## config.mk

```make
export PLATFORM = sky130hd
export DESIGN_NAME = pcm_to_float32_converter
export DESIGN_NICKNAME = d
export VERILOG_FILES = /design/src/rtl/core/p2f_pkg.sv /design/src/rtl/core/p2f_front.sv /design/src/rtl/core/p2f_queue.sv /design/src/rtl/core/p2f_back.sv /design/src/rtl/core/pcm_to_float32_converter.sv
export SDC_FILE = /design/constraint.sdc
export NUM_CORES = 1
export LEC_CHECK = 0
export BUFFER_PORTS_ARGS = -buffer_cell sky130_fd_sc_hd__buf_2
export CORE_ASPECT_RATIO = 1.1
export CORE_UTILIZATION = 55
export DETAILED_ROUTE_END_ITERATION = 7
export PLACE_DENSITY_LB_ADDON = 0.08
export SETUP_SLACK_MARGIN = 0.05
export SLEW_MARGIN = 20
export SYNTH_ARGS = -nofsm -noshare
export SYNTH_HDL_FRONTEND = slang
export SYNTH_HIERARCHICAL = 1
export SYNTH_SLANG_ARGS = --single-unit
```

## constraint.sdc

```tcl
create_clock -name i_clk -period 7.9 [get_ports i_clk]
set_input_delay 0.395 -clock i_clk [delete_from_list [all_inputs] [get_ports i_clk]]
set_output_delay 0.395 -clock i_clk [all_outputs]
set_load 0.05 [all_outputs]
```

## src/rtl/core/p2f_pkg.sv

```systemverilog
// Package: shared types, format codes and constants for the PCM to float32 converter.
package p2f_pkg;

    typedef enum logic [2:0] {
        FMT_FLOAT32 = 3'd0,
        FMT_PCM16   = 3'd1,
        FMT_PCM24   = 3'd2,
        FMT_PCM32   = 3'd3,
        FMT_NONE    = 3'd4
    } t_fmt;

    localparam logic [2:0]  FMT_RESET = 3'd1;
    localparam logic [31:0] ONE_BITS  = 32'h3F80_0000;
    localparam int          QUEUE_DEPTH_DEF = 4;

    // Classified item handed from the front part to the back part.
    typedef struct packed {
        logic        pass;    // result is the word itself (float pass or silence)
        logic        neg;
        logic [31:0] word;    // pass value, or magnitude for conversion
        logic [4:0]  scale;   // 15, 23 or 31
        logic        last;
    } t_item;

endpackage

```

## src/rtl/core/p2f_front.sv

```systemverilog
// Front part: accepts sample words, classifies them and takes the magnitude.
module p2f_front (
    input  logic           i_clk,
    input  logic           i_rst_n,
    input  logic [2:0]     i_fmt,
    input  logic           i_valid,
    input  logic [31:0]    i_word,
    input  logic           i_silent,
    input  logic           i_last,
    output logic           o_valid,
    output p2f_pkg::t_item o_item
);
    import p2f_pkg::*;

    t_item n_item;
    logic  n_valid;
    logic  r_valid;
    t_item r_item;
    logic [31:0] raw;

    always_comb begin
        n_item       = '0;
        n_item.last  = i_last;
        n_valid      = i_valid;
        raw          = '0;
        if (i_silent) begin
            n_item.pass = 1'b1;
        end else begin
            case (i_fmt)
                FMT_FLOAT32: begin
                    n_item.pass = 1'b1;
                    n_item.word = i_word;
                end
                FMT_PCM16: begin
                    raw          = {{16{i_word[15]}}, i_word[15:0]};
                    n_item.scale = 5'd15;
                end
                FMT_PCM24: begin
                    raw          = {{8{i_word[23]}}, i_word[23:0]};
                    n_item.scale = 5'd23;
                end
                FMT_PCM32: begin
                    raw          = i_word;
                    n_item.scale = 5'd31;
                end
                default: n_valid = 1'b0;
            endcase
            if (i_fmt inside {FMT_PCM16, FMT_PCM24, FMT_PCM32}) begin
                n_item.neg  = raw[31];
                n_item.word = raw[31] ? (32'd0 - raw) : raw;
            end
        end
    end

    always_ff @(posedge i_clk) begin
        if (!i_rst_n) begin
            r_valid <= 1'b0;
        end else begin
            r_valid <= n_valid;
        end
        r_item <= n_item;
    end

    assign o_valid = r_valid;
    assign o_item  = r_item;
endmodule

```

## src/rtl/core/p2f_queue.sv

```systemverilog
// Short queue between the front and back parts.
module p2f_queue #(
    parameter int DEPTH = p2f_pkg::QUEUE_DEPTH_DEF
) (
    input  logic           i_clk,
    input  logic           i_rst_n,
    input  logic           i_wr,
    input  p2f_pkg::t_item i_item,
    input  logic           i_rd,
    output logic           o_empty,
    output logic [$clog2(DEPTH+1)-1:0] o_count,
    output p2f_pkg::t_item o_item
);
    import p2f_pkg::*;
    localparam int AW = (DEPTH > 1) ? $clog2(DEPTH) : 1;
    localparam int CW = $clog2(DEPTH+1);

    t_item r_mem [DEPTH];
    logic [AW-1:0] r_wp, r_rp, n_wp, n_rp;
    logic [CW-1:0] r_cnt, n_cnt;

    always_comb begin
        n_wp  = r_wp;
        n_rp  = r_rp;
        n_cnt = r_cnt;
        if (i_wr) begin
            n_wp  = (r_wp == AW'(DEPTH-1)) ? '0 : r_wp + 1'b1;
            n_cnt = n_cnt + 1'b1;
        end
        if (i_rd) begin
            n_rp  = (r_rp == AW'(DEPTH-1)) ? '0 : r_rp + 1'b1;
            n_cnt = n_cnt - 1'b1;
        end
    end

    always_ff @(posedge i_clk) begin
        if (!i_rst_n) begin
            r_wp  <= '0;
            r_rp  <= '0;
            r_cnt <= '0;
        end else begin
            r_wp  <= n_wp;
            r_rp  <= n_rp;
            r_cnt <= n_cnt;
        end
        if (i_wr) begin
            r_mem[r_wp] <= i_item;
        end
    end

    assign o_empty = (r_cnt == '0);
    assign o_count = r_cnt;
    assign o_item  = r_mem[r_rp];

`ifndef ASSERT_OFF
    a_no_overflow: assert property (@(posedge i_clk) disable iff (!i_rst_n)
        !(i_wr && !i_rd && r_cnt == CW'(DEPTH))) else $error("queue overflow");
    a_no_underflow: assert property (@(posedge i_clk) disable iff (!i_rst_n)
        !(i_rd && r_cnt == '0)) else $error("queue underflow");
    a_cnt_step: assert property (@(posedge i_clk) disable iff (!i_rst_n)
        (i_wr && !i_rd) |=> (r_cnt == $past(r_cnt) + 1'b1)) else $error("count slip");
`endif
endmodule

```

## src/rtl/core/p2f_back.sv

```systemverilog
// Back part: normalises, rounds, scales and clamps into an output register.
module p2f_back (
    input  logic           i_clk,
    input  logic           i_rst_n,
    input  logic           i_valid,
    input  p2f_pkg::t_item i_item,
    output logic           o_ready,
    output logic           o_empty,
    input  logic           i_pop,
    output logic [31:0]    o_bits,
    output logic           o_last
);
    import p2f_pkg::*;

    logic        r_full;
    logic [31:0] r_bits, n_bits;
    logic        r_last;
    logic [4:0]  top;
    logic [31:0] norm;
    logic [24:0] keep;
    logic        rnd;
    logic [7:0]  expo;
    logic [31:0] mag_bits;
    logic        take;

    // Leading one search over the 32-bit magnitude.
    always_comb begin
        top = '0;
        for (int k = 0; k < 32; k++) begin
            if (i_item.word[k]) top = 5'(k);
        end
        norm = i_item.word << (5'd31 - top);
        // norm[31] is the leading one; 24 bits kept, below them guard and sticky.
        rnd  = norm[7] && (norm[6:0] != '0 || norm[8]);
        keep = {1'b0, norm[31:8]} + 25'(rnd);
        expo = 8'(top) + 8'd127 - 8'(i_item.scale) + 8'(keep[24]);
        mag_bits = {1'b0, expo, keep[24] ? keep[23:1] : keep[22:0]};
        if (mag_bits > ONE_BITS) mag_bits = ONE_BITS;
        if (i_item.pass) begin
            n_bits = i_item.word;
        end else if (i_item.word == '0) begin
            n_bits = '0;
        end else begin
            n_bits = {i_item.neg, mag_bits[30:0]};
        end
    end

    assign o_ready = !r_full || i_pop;
    assign take    = i_valid && o_ready;

    always_ff @(posedge i_clk) begin
        if (!i_rst_n) begin
            r_full <= 1'b0;
        end else if (take) begin
            r_full <= 1'b1;
        end else if (i_pop) begin
            r_full <= 1'b0;
        end
        if (take) begin
            r_bits <= n_bits;
            r_last <= i_item.last;
        end
    end

    assign o_empty = !r_full;
    assign o_bits  = r_bits;
    assign o_last  = r_last;

`ifndef ASSERT_OFF
    a_hold: assert property (@(posedge i_clk) disable iff (!i_rst_n)
        ($past(r_full) && !$past(i_pop) && r_full) |-> $stable(r_bits))
        else $error("result changed while waiting");
    a_clamp: assert property (@(posedge i_clk) disable iff (!i_rst_n)
        (take && !i_item.pass) |=> (r_bits[30:0] <= ONE_BITS[30:0]))
        else $error("result beyond unity");
    a_fill: assert property (@(posedge i_clk) disable iff (!i_rst_n)
        take |=> r_full) else $error("result lost");
`endif
endmodule

```

## src/rtl/core/pcm_to_float32_converter.sv

```systemverilog
// Top level: PCM sample words to float32 in [-1,1]; float32 words pass through unchanged.
//
//  channel   | handshake             | payload
//  input     | push / full           | i_sample_word, i_silent, i_last_in
//  result    | empty / pop           | o_float_bits, o_last_out
//  config    | i_cfg_valid/o_cfg_ready | i_cfg_data (sample format)
//
// One sample a cycle is sustained while full stays low; a result passes from the edge
// that accepts its push through the front register, queue and output register to
// the result ports. Reset sets the format to pcm16.
// The queue absorbs the front stage when pop stalls; full rises once the queue
// cannot hold what the front stage may still deliver.
module pcm_to_float32_converter #(
    parameter int QUEUE_DEPTH = p2f_pkg::QUEUE_DEPTH_DEF
) (
    input  logic        i_clk,
    input  logic        i_rst_n,
    input  logic        push,
    output logic        full,
    input  logic [31:0] i_sample_word,
    input  logic        i_silent,
    input  logic        i_last_in,
    output logic        empty,
    input  logic        pop,
    output logic [31:0] o_float_bits,
    output logic        o_last_out,
    input  logic        i_cfg_valid,
    output logic        o_cfg_ready,
    input  logic [2:0]  i_cfg_data
);
    import p2f_pkg::*;
    localparam int CW = $clog2(QUEUE_DEPTH+1);

    logic [2:0] r_fmt;
    logic       push_ok;
    logic       f_valid;
    t_item      f_item, q_item;
    logic       q_empty, b_ready, q_rd;
    logic [CW-1:0] q_cnt;

    assign o_cfg_ready = 1'b1;
    always_ff @(posedge i_clk) begin
        if (!i_rst_n) begin
            r_fmt <= FMT_RESET;
        end else if (i_cfg_valid) begin
            r_fmt <= i_cfg_data;
        end
    end

    // One slot is kept for the item in the front register.
    assign full    = (q_cnt >= CW'(QUEUE_DEPTH - 1))
                     && !(q_cnt == CW'(QUEUE_DEPTH - 1) && !f_valid);
    assign push_ok = push && !full;

    p2f_front u_front (
        .i_clk, .i_rst_n, .i_fmt(r_fmt), .i_valid(push_ok), .i_word(i_sample_word),
        .i_silent, .i_last(i_last_in), .o_valid(f_valid), .o_item(f_item)
    );

    assign q_rd = !q_empty && b_ready;

    p2f_queue #(.DEPTH(QUEUE_DEPTH)) u_queue (
        .i_clk, .i_rst_n, .i_wr(f_valid), .i_item(f_item), .i_rd(q_rd),
        .o_empty(q_empty), .o_count(q_cnt), .o_item(q_item)
    );

    p2f_back u_back (
        .i_clk, .i_rst_n, .i_valid(!q_empty), .i_item(q_item), .o_ready(b_ready),
        .o_empty(empty), .i_pop(pop), .o_bits(o_float_bits), .o_last(o_last_out)
    );
endmodule
```

# --- Word level (Yosys, flattened, before mapping) ---
# Memory sizes are Yosys's and may differ from the RTL's. A register that Yosys moved wholly into a read port is not among the register bits.
# Cells that the tools add are included.
word_totals:
  reg_bits: 85
  mem_bits_rw: 160
  in_bits: 42
  output_inout_bits: 36
  wordCells: 108
  mem_count: 1
memory_table:
  columns: ["name", "words", "width", "rd", "rd_ports_with_merged_regs", "wr", "line", "text"]
  rows:
  - ["u_queue.r_mem", 4, 40, 1, 1, 1, "p2f_queue.sv:18", "t_item r_mem [DEPTH];"]
op_classes:
  add_sub_neg: 10
  n_lt_le_gt_ge: 2
  eq_ne: 6
  shift: 1
  n_mux: 54
  n_bitwise: 1
  reduce_logical: 20
op_table:
  columns: ["cell", "n"]
  rows:
  - ["two-way mux 32 bit", 6]
  - ["case mux 32 bit (3 select lines)", 1]
  - ["two-way mux 5 bit", 16]
  - ["logical NOT 32 bit", 1]
  - ["two-way mux 4 bit", 8]
  - ["<< shifter 32 x 5 -> 32 bit", 1]
  - ["subtractor 1 x 32 -> 32 bit (first input constant)", 1]
  - ["greater-than comparator 31 x 30 -> 1 bit (second input constant)", 1]
  - ["two-way mux 31 bit", 1]
  - ["adder 24 x 1 -> 25 bit", 1]
  - ["two-way mux 23 bit", 1]
  - ["two-way mux 3 bit", 6]
  - ["case mux 5 bit (3 select lines)", 1]
  - ["two-way mux 2 bit", 6]
  - ["== test 3 x 2 -> 1 bit (second input constant)", 3]
  - ["adder 5 x 7 -> 8 bit (second input constant)", 1]
  - ["adder 8 x 1 -> 8 bit", 1]
  - ["two-way mux 1 bit", 8]
  - ["subtractor 8 x 5 -> 8 bit", 1]
  - ["nonzero test 7 bit", 1]
  - ["logical NOT 3 bit", 2]
  - ["logical AND 1 bit", 5]
  - ["logical NOT 1 bit", 5]
  - ["subtractor 5 bit (first input constant)", 1]
  - ["12 further kinds", 15]

# --- Logic depth before layout (Yosys ltp) ---
depth:
  ltp_word: 42
  ltp_mapped: 34
  ltp_nobuf: 28

# --- Modules after synthesis ---
# Netlist, hierarchy kept.
modules_own_cells:
  columns: ["module", "n_inst", "cells_per_inst", "area_each_um2"]
  rows:
  - ["p2f_queue", 1, 260, 6312.3]
  - ["p2f_back", 1, 686, 5360.1]
  - ["p2f_front", 1, 310, 2346.0]
  - ["pcm_to_float32_converter", 1, 16, 143.9]

# --- Least setup slack after synthesis ---
# Ideal clock, no wire load.
synth_timing:
  path_kind: "reg-to-reg"
  startpoint: "register (tool-made name)"
  endpoint: "register u_back.r_bits[10], in the netlist u_back/o_bits[10], data pin"
  t_arrival_ns: 6.407
  t_required_ns: 7.735
  slack_ns: 1.328
  path_stages_with_launch: 33
  path_buffers: 4
  cell_sequence: "dfxtp_1 -> buf_6 -> buf_12 -> mux4_2 -> buf_6 -> or4_4 -> nor3_2 -> nand3_2 -> o211a_4 -> clkinv_4 -> buf_6 -> a221oi_1 -> a2111oi_2 -> a211oi_1 -> nor2_1 -> ha_1 -> inv_1 -> a31oi_1 -> nand3_2 -> nor3_2 -> nand4b_1 -> fa_1 -> fa_1 -> nor2b_1 -> o21ai_0 -> nand2b_1 -> xnor2_1 -> nand3_1 -> nor2_1 -> nand4_1 -> nor3b_1 -> a31oi_4 -> o31ai_2"
synth_lines:
  columns: ["item", "line", "text"]
  rows:
  - ["end signal, assigned", "p2f_back.sv:60", "r_bits <= n_bits;"]
  - ["end, declared", "p2f_back.sv:16", "logic [31:0] r_bits, n_bits;"]

==> qor.yml <==
status: "completed"
grt.total_usage_pct: 30.3
p_leak_nw: 5.56
period_share_pct: 93.2
cp_max_fo: 22
synth.most_common_cell: "edfxtp_1"
power_frac_comb_pct: 61.2
slew_violations: 0
clock-sinks: 245
die_height_um: 170
final.min_clock_period_ns: 7.36
tritoncts: "done"
maxCapViolations: 0
finalPower_mw: 7.43
syn_nets: 1330
worst_path_max_delay_cell: "mux4_2"
syn_area_um2: 14200
die_x_um: 155
fin_worst_skew_ns: 0.0130
setup_violations: 0
htreeDepth: 1
synthTopCellsByCount: "edfxtp_1 (193), nand2_1 (109), nor2_1 (100)"
critical_path_arrival_ns: 7.71
num-nets-final: 1401
switching_share_pct: 47.9
io_pins: 78
synth_ff_type: "edfxtp_1"
clk_path_buf_depth: 3
ys_async_sr_fraction_pct: 0
grt_pass1_vias: 10700
netSwitchingPower_mw: 3.56
antenna_found_initial: 0
rows: 61
critPathCaptureType: "flop"
drtIter0Drc: 1159
fmax_ghz: 0.136
drc: 0
wl_per_cell_um: 23.1
area_growth_pct: 11.5
ys_seq_area_share_pct: 48.3
slew_headroom_pct: 32.0
yosysTopAreaCell: "edfxtp_1"
hold_ws_ns: 0.101
gp_congestion: 1.03
seqPwrFrac_pct: 23.2
core_um2: 25300
required_ns: 8.25
rsz0062_at_grt: "no"
ctsRootBufferMaster: "clkbuf_16"
worst_pin_slew_ns: 1.02
post-cts-setup-buffer-count: 0
final_area_um2: 15800
clk_pin_slew_ns: 0.06
ir_drop_v: 0.000247
synth.distinct_cells: 111
place_hpwl_um: 29100
start_util_pct: 56.1
startpoint_type: "flop"
hold_viol_final: 0
die-area_um2: 26400
vias: 11100
antenna_cells: 0
cts_made_buffers: 24
path_class: "flop to flop"
tns_ns: 0
yosysWarnings: 6
synth_top_area_share_pct: 40.9
ant_nets: 0
power_density_nw_per_um2: 471
ys_ff_latch: 245
viasPerCell: 6.53
drive_above_1_share_pct: 22.4
slowest_delay_ns: 0.62
clkPwrFrac_pct: 15.5
grt_overflow: 0
p_int_mw: 3.87
drt_wl_total_um: 39400
first_pass_iters: 6
syn_inst: 1272
place_area_um2: 14900
synth_edf_count: 193
numPortBuffers: 76
grt_max_degree: 41
holdCritPathClass: "primary input to flop"
avgSynthCellArea_um2: 11.1
synth_area_leaders: "edfxtp_1 (41%), dfxtp_1 (7.4%), mux4_2 (7.0%)"
insertion_delay_ns: 0.53
grt_first_pass_wirelength_um: 61100
sequential cells by signal (all words and copies together) (netlist names), named ones only:
name	count
u_queue/o_count	3
u_front/o_item	38
u_queue/r_mem	160
u_back/r_full	1
u_front/o_valid	1
u_queue/r_rp	2
r_fmt	3
u_queue/r_wp	2
u_back/o_last	1
u_back/o_bits	32
stage by stage:
stage / util (%) / setup WS (ns) / instances
final: 62.5 / 0.541 / 1707
after global routing: 62.5 / 0.0715 / 1707
after CTS: 62.3 / 0.480 / 1707
after detailed placement: 59.0 / 0.519 / 1662
after global placement: 59.0 / 0.570 / 1662
after floorplan: - / 1.33 / 1272
kinds of logic after synthesis:
group,count (synthesis),synth area share [%]
simple gates,461,17.2
compound gates,324,16.8
flops,245,48.3
buf+inv,116,4.44
mux,77,9.63
xor+xnor,32,2.03
fa+ha+maj,16,1.52
other cells,1,0.0265
layer usage:
metal / track usage, % / part of all wire [%] / vias up
met2: 50.2 / 48 / 529
met4: 14.3 / 4.6 / 0
met5: 0 / 0 / -
met3: 3.62 / 5.7 / 121
li1: - / - / 5043
met1: 39.7 / 42 / 5449
worst max-delay path, delay by kind of cell, from the launching register on:
kind | cells | cell delay, ns
AND/OR/NAND/NOR | 13 | 2.63
AO/OA/AOI/OAI | 7 | 1.70
adder cells (fa/ha/maj) | 3 | 1.02
multiplexers | 2 | 0.76
flip-flops | 1 | 0.47
buffers and inverters | 3 | 0.44
XOR/XNOR | 1 | 0.15
power groups by stage:
stage	clock network (mW)	registers (mW)	logic [mW]
after global routing	1.22	1.75	4.82
after floorplan	0	2.04	2.99
final	1.15	1.73	4.55
after global placement	0	1.75	4.43
after CTS	1.18	1.73	4.41
after detailed placement	0	1.76	4.40
layout make-up:
| type | instances | area (µm²) |
|---|---|---|
| flip-flops and latches | 245 | 6840 |
| clock buffers | 31 | 679 |
| repair buffers | 129 | 818 |
| well taps | 346 | 433 |
| fillers | 2002 | 9470 |
| multi-input cells | 911 | 6750 |
| inverters | 32 | 125 |
| clock inverters | 13 | 145 |
timing repair:
action                                 CTS  global route
resized for setup                        0             6
endpoints found under the hold margin    1             0
setup endpoints to repair                0            18
hold buffers                             1             0
cell usage in the layout (no fill, tap or decap), types with 18 or more instances in the layout:
cell type  instances
dfxtp_1           50
buf_2             76
nand2_1          109
buf_4             49
edfxtp_1         193
nor2_1            99
clkbuf_16         26
mux2i_1           19
o21ai_0           70
nand2b_1          18
nor3_1            26
inv_1             28
nand3_1           75
a21oi_1           66
mux4_2            44
and2_1            18
final timing paths:
path	endpoint	cells past startpoint	slack [ns]	startpoint
worst min register to register	u_queue/r_mem[3][19]	0	0.47	u_front/o_item[19]
worst max register to register	u_back/o_bits[2]	29	0.54	flop
worst min-delay path	r_fmt[0]	3	0.10	i_cfg_data[0]
worst max-delay path	u_back/o_bits[2]	29	0.54	flop
(Power assumes the default switching activity.)
